[src/sv/vneg_pkg.sv]
`timescale 1ns / 1ps
package vneg_pkg;

  localparam int IDX_W = 18;
  localparam int VAL_W = 16;
  localparam int DIM_W = 7;
  localparam int RC_W  = 14;
  localparam int WGT_W = 17;

  // Configuration register indexes
  localparam logic [1:0] CFG_ROWS   = 2'd0;
  localparam logic [1:0] CFG_COLS   = 2'd1;
  localparam logic [1:0] CFG_SLICES = 2'd2;

  // Request kinds
  localparam logic REQ_WRITE   = 1'b0;
  localparam logic REQ_PROCESS = 1'b1;

  // Effective volume dimensions
  typedef struct packed {
    logic [DIM_W-1:0] nr;
    logic [DIM_W-1:0] nc;
    logic [DIM_W-1:0] ns;
    logic [RC_W-1:0]  rc;
  } vneg_dims_t;

  // Classified request passed from front to back; lo/hi are {slice, col, row}
  typedef struct packed {
    logic             wr;
    logic [IDX_W-1:0] idx;
    logic [VAL_W-1:0] val;
    logic             oor;
    logic [2:0]       lo;
    logic [2:0]       hi;
  } vneg_req_t;

endpackage

[src/sv/vneg_queue.sv]
`timescale 1ns / 1ps
module vneg_queue (
  input  logic                clk,
  input  logic                rst_n,
  input  logic                push,
  input  vneg_pkg::vneg_req_t push_req,
  output logic                full,
  input  logic                pop,
  output vneg_pkg::vneg_req_t head,
  output logic                empty
);
  import vneg_pkg::*;

  vneg_req_t  ent_r [2];
  logic       wp_r;
  logic       rp_r;
  logic [1:0] cnt_r;

  assign full  = (cnt_r == 2'd2);
  assign empty = (cnt_r == 2'd0);
  assign head  = ent_r[rp_r];

  // Two-entry request queue
  always_ff @(posedge clk) begin
    if (!rst_n) begin
      wp_r  <= 1'b0;
      rp_r  <= 1'b0;
      cnt_r <= '0;
    end else begin
      if (push) begin
        ent_r[wp_r] <= push_req;
        wp_r        <= ~wp_r;
      end
      if (pop) rp_r <= ~rp_r;
      cnt_r <= cnt_r + {1'b0, push} - {1'b0, pop};
    end
  end

endmodule

[config.mk]
export PLATFORM = sky130hd
export DESIGN_NAME = vneg_queue
export DESIGN_NICKNAME = d
export VERILOG_FILES = /design/src/sv/vneg_pkg.sv /design/src/sv/vneg_queue.sv
export SDC_FILE = /design/constraint.sdc
export NUM_CORES = 1
export LEC_CHECK = 0
export BUFFER_PORTS_ARGS = -buffer_cell sky130_fd_sc_hd__buf_4
export CAP_MARGIN = 10
export CORE_UTILIZATION = 35
export DETAILED_ROUTE_END_ITERATION = 8
export PLACE_DENSITY = 0.68
export RECOVER_POWER = 50
export SLEW_MARGIN = 30
export SYNTH_ARGS = -nofsm -noshare
export SYNTH_HDL_FRONTEND = slang
export SYNTH_SLANG_ARGS = --single-unit
[constraint.sdc]
create_clock -name clk -period 3.8 [get_ports clk]
set_input_delay 0.57 -clock clk [delete_from_list [all_inputs] [get_ports clk]]
set_output_delay 0.57 -clock clk [all_outputs]
set_load 0.02 [all_outputs]
==> results.py, run 1 <==
metrics = {
    "timing": {
        "slew_viol_final": 63,
        "max_freq_mhz": 398,
        "tightest_slew_ns": 2.03,
        "fin_crit_sh": 0.661,
        "maxSlewHeadroom": -0.352,
        "period_minus_slack_ns": 2.51,
        "finalSetupViolCount": 0,
        "skew_ns": 0.0111,
        "setup_tns_ns": 0,
        "rsz0062_at_grt": "false",
        "hold_violations": 0,
    },
    "route": {
        "drt_iter0_drc": 29,
        "routed_wl_mm": 5.34,
        "drtAntennaViolNets": 0,
        "vias": 1628,
        "drc": 0,
        "dr.pass1.iters": 4,
        "wl_per_cell_um": 13.9,
        "viasPerCell": 4.25,
    },
    "cts": {
        "clk_pin_slew_ns": 0.09,
        "htreeDepth": 3,
        "cts.sinks": 89,
        "cts_setup_buffers": 0,
        "cts.path.max_buffers": 2,
        "root_buffer": "clkbuf_8",
        "hold_buffers": 0,
        "ctsResizeCount": 0,
        "numCtsBuffers": 9,
        "clkLatencyLatePin_ns": 0.35,
        "cts_tree": "yes",
    },
    "critical_path": {
        "critPathLaunch": "rst_n",
        "required_ns": 3.81,
        "worstReg2RegStart": "wp_r",
        "crit_arrival_ns": 2.52,
        "crit_end": "ent_r[0][13]",
        "end_kind": "flip-flop",
        "r2r_cells": 2,
        "ff2ff_setup_slack_ns": 1.43,
        "timing.rr.end": "ent_r[0][13]",
        "path_class": "primary input to flip-flop",
        "crit_path_start_kind": "primary input",
        "crit_fanout": 24,
    },
    "synth": {
        "synth_top_area_share": 0.728,
        "avgSynthCellArea_um2": 22.6,
        "ys_types": 15,
        "synthTopCellsByCount": "edfxtp_1, mux2_4, dfxtp_1, and2_1, buf_12",
        "synth_edf_count": 84,
        "async_flop_share": 0,
        "synthCells": 153,
        "ys_ff_latch": 89,
        "synthTopCellsByArea": "edfxtp_1, mux2_4, dfxtp_1",
        "syn_area_um2": 3460,
        "synth_ff_type": "edfxtp_1",
        "synth_fp_nets": 201,
        "synth_area_leader_cell": "edfxtp_1",
        "yosysWarnings": 0,
        "yosysMostFrequentCell": "edfxtp_1",
        "ys_seq_area_frac": 0.757,
    },
    "floorplan": {
        "die_area_um2": 10300,
        "initial_utilization": 0.368,
        "die_w_um": 101,
        "io_pins": 90,
        "die_h_um": 101,
        "num_rows": 35,
        "fp.coreArea_um2": 9420,
    },
    "power": {
        "clockPowerShare": 0.275,
        "seqPwrFrac": 0.570,
        "p_comb_frac": 0.156,
        "p_total_mw": 1.99,
        "power.leakage_nw": 1.64,
        "swShare": 0.239,
        "power.density_nw_per_um2": 461,
        "power_switching_mw": 0.476,
        "ir_drop_mv": 0.169,
        "p_int_mw": 1.51,
    },
    "cells_and_area": {
        "postLayoutCoreUtil": 0.459,
        "n_antenna_cell": 0,
        "area_growth_pct": 24.7,
        "final_layout_size_suffix_gt1_frac": 0.516,
        "nets": 298,
        "fillers": 837,
    },
    "grt": {
        "grt_overflow": 0,
        "antenna_found_initial": 1,
        "grt_pass1_wl_mm": 7.91,
        "grt_pass1_vias": 1648,
        "grtUsageTotal": 0.108,
        "grt_max_degree": 43,
    },
    "flow_run": {
        "maxCapViolCount": 2,
    },
    "status": {
        "violations": "capacitance limit, slew limit",
        "status": "finished, violations left",
    },
    "worst_hold_path": {
        "hp-class": "primary input to flip-flop",
        "hold_start": "push_req[37]",
    },
    "place": {
        "hpwl_mm": 3.48,
        "io_buffers": 89,
        "gp_congestion": 0.626,
    },
}
-- power groups by stage --
stage                     Combinational (mW)  Clock, mW  Sequential, mW
after floorplan                        0.212          0            1.15
after global placement                 0.322          0            1.15
after detailed placement               0.325          0            1.16
after CTS                              0.326      0.566            1.13
after global routing                   0.332      0.603            1.14
final                                  0.310      0.546            1.13
-- flip-flops by register name (all words and copies together), names as in the netlist, named ones only --
signal / flops
cnt_r: 2
ent_r: 84
rp_r: 1
wp_r: 1
-- per-layer routing --
metal | global-route usage | routed length [µm] | up-vias
li1 | - | - | 781
met1 | 0.122 | 2220 | 776
met2 | 0.177 | 2650 | 56
met3 | 0.0393 | 362 | 13
met4 | 0.0602 | 98 | 2
met5 | 0 | 11 | -
-- through the flow --
stage	setup slack, ns	hold WS [ns]	instances	instance area [µm²]
6_report	1.29	0.426	383	4320
2_1_floorplan	0.960	0.555	153	3460
5_1_grt	1.05	0.401	383	4320
3_3_place_gp	1.71	0.562	368	4230
3_5_place_dp	1.72	0.562	368	4230
4_1_cts	1.33	0.384	383	4390
-- logic make-up (layout without fill, tap and decap cells) --
group | after synthesis | count (layout) | share of synthesized area
buffers and inverters | 7 | 108 | 0.0285
AND/OR/NAND/NOR | 10 | 10 | 0.0159
adder cells (fa/ha/maj) | 2 | 2 | 0.00722
multiplexers | 42 | 42 | 0.180
XOR/XNOR | 3 | 3 | 0.0116
flip-flops | 89 | 89 | 0.757
-- area by class of cell --
class	count	area [µm²]	area share
Timing Repair Buffer	91	623	0.144
Clock inverter	5	32.5	0.00753
Clock buffer	10	128	0.0295
Multi-Input combinational cell	57	743	0.172
Inverter	2	7.51	0.00174
Tap cell	129	161	0.0374
Sequential cell	89	2620	0.607
-- worst max-delay path, stage by stage --
cell and delay, ns:
clkbuf_1 0.17, nand2_1 0.08, nor2_1 1.15, buf_4 0.52
-- worst min-delay path by stage --
stage                              end  depth (start not counted)
final                     ent_r[1][37]                          1
after global routing       ent_r[1][9]                          1
after CTS                 ent_r[0][37]                          1
after detailed placement     flip-flop                          2
after global placement       flip-flop                          2
after floorplan              flip-flop                          2
-- cell usage in the layout (no fill, tap or decap) --
| cell | instances |
|---|---|
| buf_4 | 48 |
| clkinv_2 | 1 |
| clkbuf_8 | 9 |
| inv_1 | 2 |
| mux2_4 | 40 |
| clkinv_1 | 1 |
| clkbuf_4 | 27 |
| dfxtp_1 | 4 |
| and2_1 | 1 |
| mux2_2 | 2 |
| inv_6 | 1 |
| xnor3_1 | 1 |
| nor2b_1 | 2 |
| clkbuf_1 | 17 |
| dfxtp_2 | 1 |
| and3_1 | 1 |
| nand2_1 | 1 |
| and2_0 | 3 |
| nor2_1 | 2 |
| edfxtp_1 | 84 |
| xor2_1 | 2 |
| clkinvlp_4 | 2 |
| ha_1 | 2 |
Note: power is estimated with default switching activity, not from simulation.
==> run 2: changes to the inputs <==
- PLACE_DENSITY: 0.68 -> 0.7
- clock period: 3.8 -> 2.25 ns (I/O delays scaled with it)
==> results.py, run 2 (synthesized netlist as in run 1, its figures left out) <==
metrics = {
    "timing": {
        "finalSetupViolCount": 0,
        "slew_viol_final": 0,
        "setup_tns_ns": 0,
        "tightest_slew_ns": 0.659,
        "hold_violations": 0,
        "max_freq_mhz": 549,
        "period_minus_slack_ns": 1.82,
        "rsz0062_at_grt": "false",
        "skew_ns": 0.00575,
        "fin_crit_sh": 0.809,
        "maxSlewHeadroom": 0.561,
    },
    "cells_and_area": {
        "stdcell_count": 386,
        "nets": 301,
        "area_growth_pct": 28.4,
        "reg_top3": "ent_r: 84 flops, cnt_r: 2 flops",
        "final_layout_size_suffix_gt1_frac": 0.556,
        "final_cell_mix": "edfxtp_1, buf_4, mux2_4",
        "n_antenna_cell": 0,
        "largest_reg_flops": 84,
        "final_area_um2": 4450,
        "regMostFlops": "ent_r",
        "final_common_cell": "edfxtp_1",
    },
    "route": {
        "wl_per_cell_um": 14.4,
        "routed_wl_mm": 5.56,
        "vias": 1633,
        "drt_iter0_drc": 41,
        "viasPerCell": 4.23,
        "dr.pass1.iters": 4,
        "drtAntennaViolNets": 0,
        "drc": 0,
    },
    "power": {
        "ir_drop_mv": 0.329,
        "p_total_mw": 3.60,
        "power_switching_mw": 0.803,
        "swShare": 0.223,
        "power.leakage_nw": 1.72,
        "power.density_nw_per_um2": 809,
        "p_comb_frac": 0.151,
        "seqPwrFrac": 0.532,
        "p_int_mw": 2.80,
        "clockPowerShare": 0.317,
    },
    "grt": {
        "grtUsageTotal": 0.114,
        "grt_pass1_vias": 1711,
        "antenna_found_initial": 0,
        "grt_max_degree": 31,
        "grt_pass1_wl_mm": 8.30,
        "grt_overflow": 0,
    },
    "place": {
        "place_area_um2": 4280,
        "hpwl_mm": 3.87,
        "gp_congestion": 0.648,
        "dpl.cell_count": 371,
        "io_buffers": 89,
    },
    "floorplan": {
        "num_rows": 35,
        "die_h_um": 101,
        "die_w_um": 101,
        "initial_utilization": 0.368,
        "die_area_um2": 10300,
        "fp.coreArea_um2": 9420,
        "io_pins": 90,
    },
    "cts": {
        "cts.sinks": 89,
        "cts_tree": "yes",
        "htreeDepth": 3,
        "cts.path.max_buffers": 2,
        "numCtsBuffers": 9,
        "clkLatencyLatePin_ns": 0.34,
        "hold_buffers": 0,
        "root_buffer": "clkbuf_8",
        "ctsResizeCount": 0,
        "clk_pin_slew_ns": 0.09,
        "cts_setup_buffers": 0,
    },
    "status": {
        "status": "finished, final reports clean",
    },
    "critical_path": {
        "crit_arrival_ns": 1.48,
        "crit_path_start_kind": "flip-flop",
        "crit_fanout": 28,
        "required_ns": 1.91,
        "path_class": "flip-flop to output pin",
        "end_kind": "output pin",
        "worstReg2RegStart": "wp_r",
        "r2r_cells": 2,
    },
    "worst_hold_path": {
        "hp-class": "primary input to flip-flop",
        "min_path_cells": 1,
        "hold_start": "push_req[7]",
    },
    "flow_run": {
        "maxCapViolCount": 0,
    },
}
[run 2: changes by cell type in the layout (fill, tap and decap cells not counted), sizes merged]
cell,change
clkinvlp,-1
buf,+4
inv,-1
bufinv,+2
clkbuf,-1
[run 2: metal layers]
| layer | GRT usage | part of all wire |
|---|---|---|
| met1 | 0.123 | 0.40 |
| met2 | 0.199 | 0.54 |
| met3 | 0.0380 | 0.048 |
| met4 | 0.0635 | 0.0095 |
| met5 | 0 | 0 |
[run 2: layout make-up]
type / count / area, µm²
clock buffer: 10 / 128
clock inverter: 5 / 81.3
tap: 129 / 161
timing repair buffer: 94 / 697
fill: 830 / 4970
sequential: 89 / 2620
multi-input combinational: 57 / 751
inverter: 2 / 7.51
[run 2: final timing paths]
path	end	slack (ns)
min	ent_r[1][7]	0.20
min reg2reg	flip-flop	0.59
max reg2reg	ent_r[1][37]	0.60
max	head[41]	0.43
[run 2: critical path: stages, from the launching register on]
cell and delay (ns):
dfxtp_2 0.35, buf_12 0.23, mux2_2 0.38, buf_4 0.16
[run 2: per-stage QoR]
| step | hold WS [ns] | utilization | setup slack [ns] |
|---|---|---|---|
| 6_report | 0.197 | 0.473 | 0.430 |
| 5_1_grt | 0.167 | 0.473 | 0.362 |
| 4_1_cts | 0.148 | 0.476 | 0.394 |
| 3_5_place_dp | 0.526 | 0.454 | 0.672 |
| 3_3_place_gp | 0.524 | 0.454 | 0.720 |
| 2_1_floorplan | 0.436 | - | 0.360 |
[run 2: power by group through the flow]
| stage | logic, mW | registers [mW] | clock network, mW |
|---|---|---|---|
| after floorplan | 0.359 | 1.95 | 0 |
| after global placement | 0.557 | 1.95 | 0 |
| after detailed placement | 0.564 | 1.95 | 0 |
| after CTS | 0.565 | 1.92 | 1.18 |
| after global routing | 0.581 | 1.92 | 1.25 |
| final | 0.543 | 1.92 | 1.14 |
