**config.mk**
```make
export PLATFORM = sky130hd
export DESIGN_NAME = vneg_front
export DESIGN_NICKNAME = d
export VERILOG_FILES = /design/src/sv/vneg_pkg.sv /design/src/sv/vneg_front.sv
export SDC_FILE = /design/constraint.sdc
export NUM_CORES = 1
export LEC_CHECK = 0
export BUFFER_PORTS_ARGS = -buffer_cell sky130_fd_sc_hd__buf_2
export CORE_ASPECT_RATIO = 1.2
export CORE_MARGIN = 2
export CORE_UTILIZATION = 58
export CTS_BUF_LIST = sky130_fd_sc_hd__clkbuf_8
export DETAILED_ROUTE_END_ITERATION = 10
export PLACE_DENSITY = 0.92
export SYNTH_ARGS = -nofsm -noshare
export SYNTH_HDL_FRONTEND = slang
export SYNTH_SLANG_ARGS = --single-unit
```
**constraint.sdc**
```tcl
create_clock -name clk -period 9 [get_ports clk]
set_clock_uncertainty 0.2 [all_clocks]
set_input_delay 1.8 -clock clk [delete_from_list [all_inputs] [get_ports clk]]
set_output_delay 1.8 -clock clk [all_outputs]
set_load 0.05 [all_outputs]
```
**src/sv/vneg_pkg.sv**
```systemverilog
`timescale 1ns / 1ps
package vneg_pkg;

  localparam int IDX_W = 18;
  localparam int VAL_W = 16;
  localparam int DIM_W = 7;
  localparam int RC_W  = 14;
  localparam int WGT_W = 17;

  // Configuration register indexes
  localparam logic [1:0] CFG_ROWS   = 2'd0;
  localparam logic [1:0] CFG_COLS   = 2'd1;
  localparam logic [1:0] CFG_SLICES = 2'd2;

  // Request kinds
  localparam logic REQ_WRITE   = 1'b0;
  localparam logic REQ_PROCESS = 1'b1;

  // Effective volume dimensions
  typedef struct packed {
    logic [DIM_W-1:0] nr;
    logic [DIM_W-1:0] nc;
    logic [DIM_W-1:0] ns;
    logic [RC_W-1:0]  rc;
  } vneg_dims_t;

  // Classified request passed from front to back; lo/hi are {slice, col, row}
  typedef struct packed {
    logic             wr;
    logic [IDX_W-1:0] idx;
    logic [VAL_W-1:0] val;
    logic             oor;
    logic [2:0]       lo;
    logic [2:0]       hi;
  } vneg_req_t;

endpackage

```
**src/sv/vneg_front.sv**
```systemverilog
`timescale 1ns / 1ps
module vneg_front (
  input  logic                clk,
  input  logic                rst_n,
  input  vneg_pkg::vneg_dims_t dims,
  input  logic                in_valid,
  output logic                in_ready,
  input  logic                in_type,
  input  logic [17:0]         in_index,
  input  logic [15:0]         in_value,
  output logic                push,
  output vneg_pkg::vneg_req_t push_req,
  input  logic                q_full
);
  import vneg_pkg::*;

  typedef enum logic [1:0] {F_IDLE, F_DIV_S, F_DIV_C, F_PUSH} fstate_t;

  fstate_t          state_r;
  logic             type_r;
  logic [IDX_W-1:0] idx_r;
  logic [VAL_W-1:0] val_r;
  logic [IDX_W:0]   rem_r;
  logic [IDX_W-1:0] quo_r;
  logic [4:0]       cnt_r;
  logic [IDX_W-1:0] s_r;
  logic [DIM_W-1:0] c_r;
  logic [DIM_W-1:0] r_r;

  logic [IDX_W:0]   shifted;
  logic [IDX_W:0]   divisor;
  logic             ge;
  logic [IDX_W:0]   rem_n;
  logic [IDX_W-1:0] quo_n;
  logic             last_step;

  assign in_ready = (state_r == F_IDLE);

  // One restoring division step, shared by the slice and column divisions
  always_comb begin
    shifted   = {rem_r[IDX_W-1:0], quo_r[IDX_W-1]};
    divisor   = (state_r == F_DIV_S) ? (IDX_W+1)'(dims.rc) : (IDX_W+1)'(dims.nr);
    ge        = (shifted >= divisor);
    rem_n     = ge ? (shifted - divisor) : shifted;
    quo_n     = {quo_r[IDX_W-2:0], ge};
    last_step = (cnt_r == 5'(IDX_W - 1));
  end

  // Build the request for the back part
  always_comb begin
    push              = (state_r == F_PUSH) && !q_full;
    push_req.wr       = (type_r == REQ_WRITE);
    push_req.idx      = idx_r;
    push_req.val      = val_r;
    push_req.oor      = (s_r >= IDX_W'(dims.ns));
    push_req.lo       = {s_r != '0, c_r != '0, r_r != '0};
    push_req.hi       = {(s_r + 1'b1) < IDX_W'(dims.ns),
                         ({1'b0, c_r} + 1'b1) < {1'b0, dims.nc},
                         ({1'b0, r_r} + 1'b1) < {1'b0, dims.nr}};
  end

  always_ff @(posedge clk) begin
    if (!rst_n) begin
      state_r <= F_IDLE;
      cnt_r   <= '0;
    end else begin
      case (state_r)
        F_IDLE: begin
          if (in_valid) begin
            type_r <= in_type;
            idx_r  <= in_index;
            val_r  <= in_value;
            quo_r  <= in_index;
            rem_r  <= '0;
            cnt_r  <= '0;
            state_r <= (in_type == REQ_PROCESS) ? F_DIV_S : F_PUSH;
          end
        end
        F_DIV_S: begin
          if (last_step) begin
            s_r     <= quo_n;
            quo_r   <= rem_n[IDX_W-1:0];
            rem_r   <= '0;
            cnt_r   <= '0;
            state_r <= F_DIV_C;
          end else begin
            cnt_r <= cnt_r + 1'b1;
            rem_r <= rem_n;
            quo_r <= quo_n;
          end
        end
        F_DIV_C: begin
          cnt_r <= cnt_r + 1'b1;
          if (last_step) begin
            c_r     <= quo_n[DIM_W-1:0];
            r_r     <= rem_n[DIM_W-1:0];
            state_r <= F_PUSH;
          end else begin
            rem_r <= rem_n;
            quo_r <= quo_n;
          end
        end
        F_PUSH: begin
          if (!q_full) state_r <= F_IDLE;
        end
        default: state_r <= F_IDLE;
      endcase
    end
  end

endmodule

```
==> results of run 1 <==
[registers in the layout, indices dropped and copies added (netlist names)]
signal / flops
rem_r: 18
c_r: 7
s_r: 18
state_r: 2
type_r: 1
r_r: 7
quo_r: 18
cnt_r: 5
idx_r: 18
val_r: 16
[per-layer routing]
layer	wire (um)	global-route usage [%]
met5	0	0
met4	505	11.7
met3	951	2.60
met2	7580	44.6
met1	5310	29.2
[report_power, final]
part / internal, mW / switching, mW
Sequential: 0.696 / 0.0511
Clock: 0.130 / 0.168
Combinational: 0.298 / 0.542
Total: 1.12 / 0.761
[critical path: cells and delay by family]
| family | cells | cell delay, ns |
|---|---|---|
| AOI/OAI and AO/OA | 4 | 0.75 |
| and+or+nand+nor | 3 | 0.57 |
| adders and majority gates | 1 | 0.27 |
| buffers and inverters | 2 | 0.33 |
[placed cells by master (no fill, tap or decap), types with 3 or more instances in the layout]
master	netlist	layout
edfxtp_1	103	103
inv_1	42	42
a21o_1	7	7
a211oi_1	5	5
clkbuf_8	0	9
nand2_1	31	31
o2111ai_1	3	3
nand2b_1	6	6
o21ai_0	25	25
buf_2	1	117
and3_1	10	10
a221o_1	6	6
a21oi_1	17	17
nor4_1	6	6
xor2_1	13	13
inv_6	0	3
a21boi_0	5	5
o211ai_1	3	3
nor2b_1	4	4
and2_1	11	11
nor3_1	9	9
o21a_1	11	11
nand4_1	7	7
ha_1	52	52
a22oi_1	11	11
mux2_4	3	3
nand3_1	21	21
mux2i_1	15	15
and4_1	3	3
xnor2_1	18	18
dfxtp_1	7	7
nor2_1	39	39
[kinds of logic (layout without fill, tap and decap cells)]
logic type / after synthesis / count (layout) / synth area share (%)
AND/OR/NAND/NOR: 159 / 159 / 13.1
AO/OA/AOI/OAI: 121 / 121 / 13.8
flip-flops: 110 / 110 / 51.2
buffers and inverters: 56 / 179 / 3.43
adder cells (fa/ha/maj): 53 / 53 / 10.6
XOR/XNOR: 31 / 31 / 4.30
multiplexers: 20 / 20 / 3.45
[cell usage after synthesis, types with 2 or more instances]
cell	n	area (um^2)
edfxtp_1	103	3090
ha_1	52	651
inv_1	42	158
nor2_1	39	146
nand2_1	31	116
o21ai_0	25	125
nand3_1	21	105
xnor2_1	18	158
a21oi_1	17	85.1
mux2i_1	15	150
xor2_1	13	114
a22oi_1	11	82.6
and2_1	11	68.8
o21a_1	11	82.6
and3_1	10	62.6
clkbuf_1	9	33.8
nor3_1	9	45.0
a21o_1	7	52.6
dfxtp_1	7	140
nand4_1	7	43.8
a221o_1	6	60.1
nand2b_1	6	37.5
nor4_1	6	37.5
a211oi_1	5	37.5
a21boi_0	5	37.5
nor2b_1	4	25.0
a2111oi_0	3	26.3
and4_1	3	26.3
mux2_4	3	45.0
o2111ai_1	3	26.3
o211ai_1	3	22.5
a21oi_2	2	17.5
a31oi_1	2	12.5
a41o_1	2	20.0
inv_4	2	12.5
mux2_2	2	22.5
nand3b_1	2	15.0
o21ai_1	2	10.0
o22a_1	2	17.5
or3_1	2	12.5
[through the flow]
stage	instance area [um^2]	setup slack [ns]	hold WS [ns]	std cells	utilization [%]
final	7230	3.29	0.264	802	68.4
after global routing	7230	3.21	0.268	802	68.4
after CTS	7230	3.29	0.260	802	68.4
after detailed placement	7040	3.30	0.237	787	66.6
after global placement	7040	3.31	0.230	787	66.6
after floorplan	6310	0.626	0.217	550	-
[final cells by class]
class | instances | area [um^2]
Clock inverter | 6 | 70.1
Inverter | 45 | 174
Clock buffer | 9 | 124
Sequential cell | 110 | 3230
Timing Repair Buffer | 119 | 601
Fill cell | 765 | 3340
Tap cell | 129 | 161
Multi-Input combinational cell | 384 | 2870
[worst max path at each step]
stage             endpoint  slack [ns]  depth (start not counted)
6_report       push_req[6]        3.29                         10
5_1_grt        push_req[6]        3.21                         10
4_1_cts        push_req[6]        3.29                         10
3_5_place_dp   push_req[6]        3.30                         10
3_3_place_gp   push_req[6]        3.31                         10
2_1_floorplan     quo_r[0]        0.63                          2
==> out/qor.yml, run 1 <==
outcome:
  status: "complete, no violations"
critical_path:
  worstSetupStartpoint: "dims[14]"
  crit_path_max_fanout: 2
  end_kind: "primary output"
  critPathKind: "input port to primary output"
  cpMostUsedCell: "a21o_1"
  critPathArrivalTime_ns: 3.71
  start_kind: "input port"
  worstReg2RegEnd: "quo_r[5]"
  worst-r2r-setup-slack_ns: 4.49
  r2r.worst_path.cells: 12
  crit_required_ns: 7.00
  slowest_delay_ns: 0.35
  critPathSlowestCell: "or3_1"
  cp_cell_sequence: "buf_2 -> ha_1 -> nand2b_1 -> a21o_1 -> a21o_1 -> a21o_1 -> a211oi_1 -> nor4b_1 -> or3_1 -> buf_2"
  rr_startpoint: "state_r[1]"
yosys:
  synth.avg_cell_area_um2: 11.5
  ys_ff_latch: 110
  synth_cell_type_count: 67
  ys.flop_type: "edfxtp_1"
  syn_nets: 677
  yosysSeqAreaShare_pct: 51.2
  netlist_area_mm2: 0.00631
  synth_edf_count: 103
  async_reset_ff_share_pct: 0
  synthCells: 550
  yosys_warnings: 0
global_route:
  grt_max_degree: 37
  grt_pass1_vias: 4859
  antenna_found_initial: 0
  grt_pass1_wl_um: 23200
  track_usage_pct: 24.7
  grt_overflow: 0
timing:
  slew_headroom_pct: 14.3
  timing.fmax_mhz: 175
  rsz0062_at_grt: "no"
  period_needed_ns: 5.71
  slew_viol_final: 0
  tightest_slew_ns: 1.28
  timing.setup.tns_ns: 0
  hold_viol_final: 0
  finalCritPeriodShare_pct: 63.5
  setup_violations: 0
floorplan:
  dieArea_mm2: 0.0117
  rows: 41
  core_mm2: 0.0106
  fp.dieW_um: 99.2
  start_util_pct: 59.7
  die_y_um: 118
  ioPinCount: 118
cts:
  hold_buffers: 0
  post_cts_resized: 0
  numCtsBuffers: 9
  cts_tree: "done"
  postCtsSetupRepairBufs: 0
  clkSinkCount: 110
  clock_path_buffers: 2
  insertion_delay_ns: 0.37
  path_clk_slew_ns: 0.10
  cts_root_buf: "clkbuf_8"
  htreeDepth: 3
route:
  dr.pass1.iters: 5
  route.detailed.drc: 0
  wire_per_inst_um: 17.9
  wl_um: 14300
  vias: 4894
  viasPerCell: 6.10
  antenna_left: 0
  drt-initial-drc-count: 366
placement:
  dp_hpwl_um: 10900
  gp_congestion: 0.883
  port_buffers: 117
worst_hold_path:
  min-delay-start: "quo_r[16]"
  hp-class: "flop to flop"
  hold_path_end: "s_r[17]"
  min_path_cells: 0
finish:
  final_nets: 796
  area_growth_syn_to_layout_pct: 14.6
  n_antenna_cell: 0
  drive_above_1_share_pct: 22.4
power:
  p_total_mw: 1.89
  ir_drop_v: 0.000118
  power_density_mw_per_mm2: 261
  leakage_nw: 2.99
job:
  cap_violations: 0
(Power assumes the default switching activity.)
==> run 2: changes to the inputs <==
--- a/config.mk
+++ b/config.mk
@@ -8,10 +8,10 @@
 export BUFFER_PORTS_ARGS = -buffer_cell sky130_fd_sc_hd__buf_2
 export CORE_ASPECT_RATIO = 1.2
 export CORE_MARGIN = 2
-export CORE_UTILIZATION = 58
+export CORE_UTILIZATION = 52
 export CTS_BUF_LIST = sky130_fd_sc_hd__clkbuf_8
 export DETAILED_ROUTE_END_ITERATION = 10
-export PLACE_DENSITY = 0.92
+export PLACE_DENSITY = 0.87
 export SYNTH_ARGS = -nofsm -noshare
 export SYNTH_HDL_FRONTEND = slang
 export SYNTH_SLANG_ARGS = --single-unit
==> constraint.sdc (replaced) <==
create_clock -name clk -period 4.7 [get_ports clk]
set_clock_uncertainty 0.2 [all_clocks]
set_input_delay 0.94 -clock clk [delete_from_list [all_inputs] [get_ports clk]]
set_output_delay 0.94 -clock clk [all_outputs]
set_load 0.05 [all_outputs]
==> out/qor.yml, run 2 (synthesized netlist as in run 1, its figures left out) <==
outcome:
  status: "complete, no violations"
critical_path:
  rr_startpoint: "state_r[1]"
  cp_cell_sequence: "inv_1 -> ha_1 -> mux2i_1 -> ha_1 -> nor2b_1 -> o2111a_1 -> o21ai_1 -> a31oi_1 -> a21oi_4 -> inv_4 -> mux2_4 -> a221o_1"
  start_kind: "flop"
  worstSetupStartpoint: "state_r[1]"
  crit_required_ns: 4.62
  slowest_delay_ns: 0.48
  path_delay_family: "compound AO/OA/AOI/OAI gates"
  path_buf_inv: 2
  critPathKind: "flop to flop"
  critPathArrivalTime_ns: 3.94
  crit_path_max_fanout: 10
  critPathSlowestCell: "ha_1"
  end_kind: "flop"
  cpMostUsedCell: "ha_1"
finish:
  drive_above_1_share_pct: 22.4
  finalInstanceArea_mm2: 0.00729
  n_antenna_cell: 0
  utilization_pct: 61.1
  layout_common_cells: "buf_2, edfxtp_1, ha_1, inv_1, nor2_1"
  area_growth_syn_to_layout_pct: 15.6
  final_nets: 797
  layout_commonest_cell: "buf_2"
route:
  vias: 4835
  wl_um: 14300
  antenna_left: 0
  dr.pass1.iters: 5
  wire_per_inst_um: 17.1
  route.detailed.drc: 0
  drt-initial-drc-count: 387
  viasPerCell: 5.78
placement:
  dp_hpwl_um: 11300
  preCtsSetupSlack_ns: 0.675
  port_buffers: 117
  gp_congestion: 1.02
  place_area_mm2: 0.00710
timing:
  timing.setup.tns_ns: 0
  finalCritPeriodShare_pct: 85.7
  timing.fmax_mhz: 248
  slew_headroom_pct: 21.0
  timing.final.ws_setup_ns: 0.672
  rsz0062_at_grt: "no"
  period_needed_ns: 4.03
  tightest_slew_ns: 1.18
  setup_violations: 0
  hold_viol_final: 0
  slew_viol_final: 0
cts:
  path_clk_slew_ns: 0.10
  cts_root_buf: "clkbuf_8"
  postCtsSetupRepairBufs: 0
  insertion_delay_ns: 0.37
  hold_buffers: 0
  clkSinkCount: 110
  cts_tree: "done"
  post_cts_resized: 0
  numCtsBuffers: 9
  htreeDepth: 3
  clock_path_buffers: 2
worst_hold_path:
  hp-class: "flop to flop"
  min-delay-start: "quo_r[13]"
floorplan:
  start_util_pct: 52.8
  die_y_um: 125
  core_mm2: 0.0119
  ioPinCount: 118
  fp.dieW_um: 105
  dieArea_mm2: 0.0130
  rows: 44
global_route:
  grt_max_degree: 37
  grt_pass1_vias: 4888
  grt_overflow: 0
  antenna_found_initial: 0
  track_usage_pct: 22.1
  grt_pass1_wl_um: 23300
power:
  p_total_mw: 3.63
  leakage_nw: 3.00
  power_density_mw_per_mm2: 498
  ir_drop_v: 0.000221
job:
  cap_violations: 0
run 2: cell type report:
class	instances	area (um^2)
Multi-Input combinational cell	384	2880
Inverter	45	174
Sequential cell	110	3230
Clock inverter	7	73.8
Tap cell	161	201
Fill cell	955	4650
Timing Repair Buffer	120	608
Clock buffer	9	124
run 2: stage by stage:
stage | hold slack (ns) | std cells
after detailed placement | 0.236 | 820
after global routing | 0.273 | 836
final | 0.263 | 836
after global placement | 0.232 | 820
after floorplan | 0.217 | 550
after CTS | 0.256 | 836
run 2: path summary, 6_finish.rpt:
check	end	slack [ns]	cells past startpoint
worst max-delay path	quo_r[6]	0.67	12
worst min-delay path	s_r[14]	0.26	0
worst max register to register	quo_r[6]	0.67	12
worst min register to register	s_r[14]	0.26	0
run 2: power by group:
| group | internal, mW | total, mW | leakage (nW) | switching [mW] |
|---|---|---|---|---|
| Combinational | 0.578 | 1.62 | 1.88 | 1.04 |
| Sequential | 1.33 | 1.43 | 1.01 | 0.0991 |
| Clock | 0.250 | 0.574 | 0.101 | 0.324 |
run 2: per-layer routing:
layer	part of all wire [%]	global-route usage, %	vias to the layer above
li1	-	-	2306
met1	39	25.8	2299
met2	53	40.8	206
met3	5.7	2.88	24
met4	2.2	8.03	0
met5	0	0	-
==> run 3: changes to the inputs <==
--- a/config.mk
+++ b/config.mk
@@ -8,10 +8,10 @@
 export BUFFER_PORTS_ARGS = -buffer_cell sky130_fd_sc_hd__buf_2
 export CORE_ASPECT_RATIO = 1.2
 export CORE_MARGIN = 2
-export CORE_UTILIZATION = 52
+export CORE_UTILIZATION = 62
 export CTS_BUF_LIST = sky130_fd_sc_hd__clkbuf_8
 export DETAILED_ROUTE_END_ITERATION = 10
-export PLACE_DENSITY = 0.87
+export PLACE_DENSITY = 0.95
 export SYNTH_ARGS = -nofsm -noshare
 export SYNTH_HDL_FRONTEND = slang
 export SYNTH_SLANG_ARGS = --single-unit
==> constraint.sdc (replaced) <==
create_clock -name clk -period 5.2 [get_ports clk]
set_clock_uncertainty 0.2 [all_clocks]
set_input_delay 1.04 -clock clk [delete_from_list [all_inputs] [get_ports clk]]
set_output_delay 1.04 -clock clk [all_outputs]
set_load 0.05 [all_outputs]
==> out/qor.yml, run 3 (synthesized netlist as in run 1, its figures left out) <==
critical_path:
  critPathKind: "flop to flop"
  worstSetupStartpoint: "state_r[1]"
  critPathArrivalTime_ns: 4.13
  start_kind: "flop"
  crit_required_ns: 5.14
  cp_cell_sequence: "inv_1 -> ha_1 -> mux2i_1 -> ha_1 -> nor2b_1 -> o2111a_1 -> o21ai_1 -> a31oi_1 -> a21oi_4 -> inv_4 -> mux2_4 -> a221o_1"
  path_buf_inv: 2
  end_kind: "flop"
  crit_path_max_fanout: 11
  rr_startpoint: "state_r[1]"
  crit_cells: 12
  r2r.worst_path.cells: 12
  cpMostUsedCell: "ha_1"
  critPathSlowestCell: "ha_1"
  slowest_delay_ns: 0.56
  path_delay_family: "compound AO/OA/AOI/OAI gates"
worst_hold_path:
  min_path_cells: 0
  min-delay-start: "quo_r[15]"
  hp-class: "flop to flop"
placement:
  place_area_mm2: 0.00705
  dp_hpwl_um: 11000
  dp_cells: 785
  gp_congestion: 0.954
  port_buffers: 117
job:
  cap_violations: 0
finish:
  layout_commonest_cell: "buf_2"
  n_antenna_cell: 0
  final_nets: 797
  fin_cells: 801
  fillCellCount: 663
  finalInstanceArea_mm2: 0.00723
  area_growth_syn_to_layout_pct: 14.5
  layout_common_cells: "buf_2, edfxtp_1, ha_1, inv_1, nor2_1"
  drive_above_1_share_pct: 22.4
cts:
  path_clk_slew_ns: 0.11
  hold_buffers: 0
  cts_tree: "done"
  insertion_delay_ns: 0.39
  numCtsBuffers: 9
  cts_root_buf: "clkbuf_8"
  post_cts_resized: 0
  clkSinkCount: 110
  postCtsSetupRepairBufs: 0
  clock_path_buffers: 2
  htreeDepth: 3
global_route:
  grt_pass1_wl_um: 22600
  antenna_found_initial: 0
  grt_overflow: 0
  grt_max_degree: 37
  track_usage_pct: 27.2
  grt_pass1_vias: 4814
route:
  route.detailed.drc: 0
  viasPerCell: 6.07
  wl_um: 14500
  wire_per_inst_um: 18.1
  antenna_left: 0
  drt-initial-drc-count: 446
  dr.pass1.iters: 5
  vias: 4864
timing:
  tightest_slew_ns: 1.20
  hold_viol_final: 0
  timing.setup.tns_ns: 0
  finalCritPeriodShare_pct: 80.6
  period_needed_ns: 4.19
  setup_violations: 0
  slew_viol_final: 0
  timing.fmax_mhz: 239
  slew_headroom_pct: 20.0
  rsz0062_at_grt: "no"
  fin_hold_ws_ns: 0.266
floorplan:
  ioPinCount: 118
  start_util_pct: 63.4
  rows: 40
  die_y_um: 115
  dieArea_mm2: 0.0110
  core_mm2: 0.00996
  fp.dieW_um: 96.1
power:
  clockPowerShare_pct: 14.6
  power.switching_mw: 1.35
  leakage_nw: 2.98
  p_seq_share_pct: 39.7
  ir_drop_v: 0.000290
  comb_power_share_pct: 45.7
  power_density_mw_per_mm2: 451
  swShare_pct: 41.5
  power.internal_mw: 1.91
outcome:
  status: "complete, no violations"
[run 3: cell types whose count changed in the layout (fill, tap and decap cells not counted)]
cell	delta
clkinv_2	+1
inv_1	-1
clkinv_1	+1
bufinv_16	-1
[run 3: layout make-up]
type                    instances  area [um^2]  share of cell area [%]
clock buffers                   9          124                    1.71
clock inverters                 7         48.8                   0.675
repair buffers                120          608                    8.42
multi-input cells             384         2880                    39.9
flip-flops and latches        110         3230                    44.7
inverters                      45          174                    2.41
well taps                     126          158                    2.18
[run 3: metal layers]
layer  share of wire, %  track usage [%]
met3                7.0             5.40
met5                  0                0
met1                 37             32.4
met2                 52             47.0
met4                3.4             11.9
[run 3: power by group through the flow]
stage / clock network [mW] / registers (mW) / logic, mW
3_5_place_dp: 0 / 1.31 / 1.44
4_1_cts: 0.478 / 1.29 / 1.45
6_report: 0.476 / 1.29 / 1.49
3_3_place_gp: 0 / 1.30 / 1.38
2_1_floorplan: 0 / 1.38 / 1.01
5_1_grt: 0.512 / 1.31 / 1.61
[run 3: path summary, 6_finish.rpt]
check	endpoint	slack (ns)
setup reg to reg	quo_r[2]	1.01
hold reg to reg	s_r[16]	0.27
setup / recovery	quo_r[2]	1.01
hold / removal	s_r[16]	0.27
[run 3: metrics by stage]
stage          power, mW  setup WS, ns  util (%)
2_1_floorplan       2.38         0.881         -
3_3_place_gp        2.68          1.06      70.8
3_5_place_dp        2.75          1.02      70.8
4_1_cts             3.22          1.02      72.6
5_1_grt             3.43         0.848      72.6
6_report            3.26          1.01      72.6
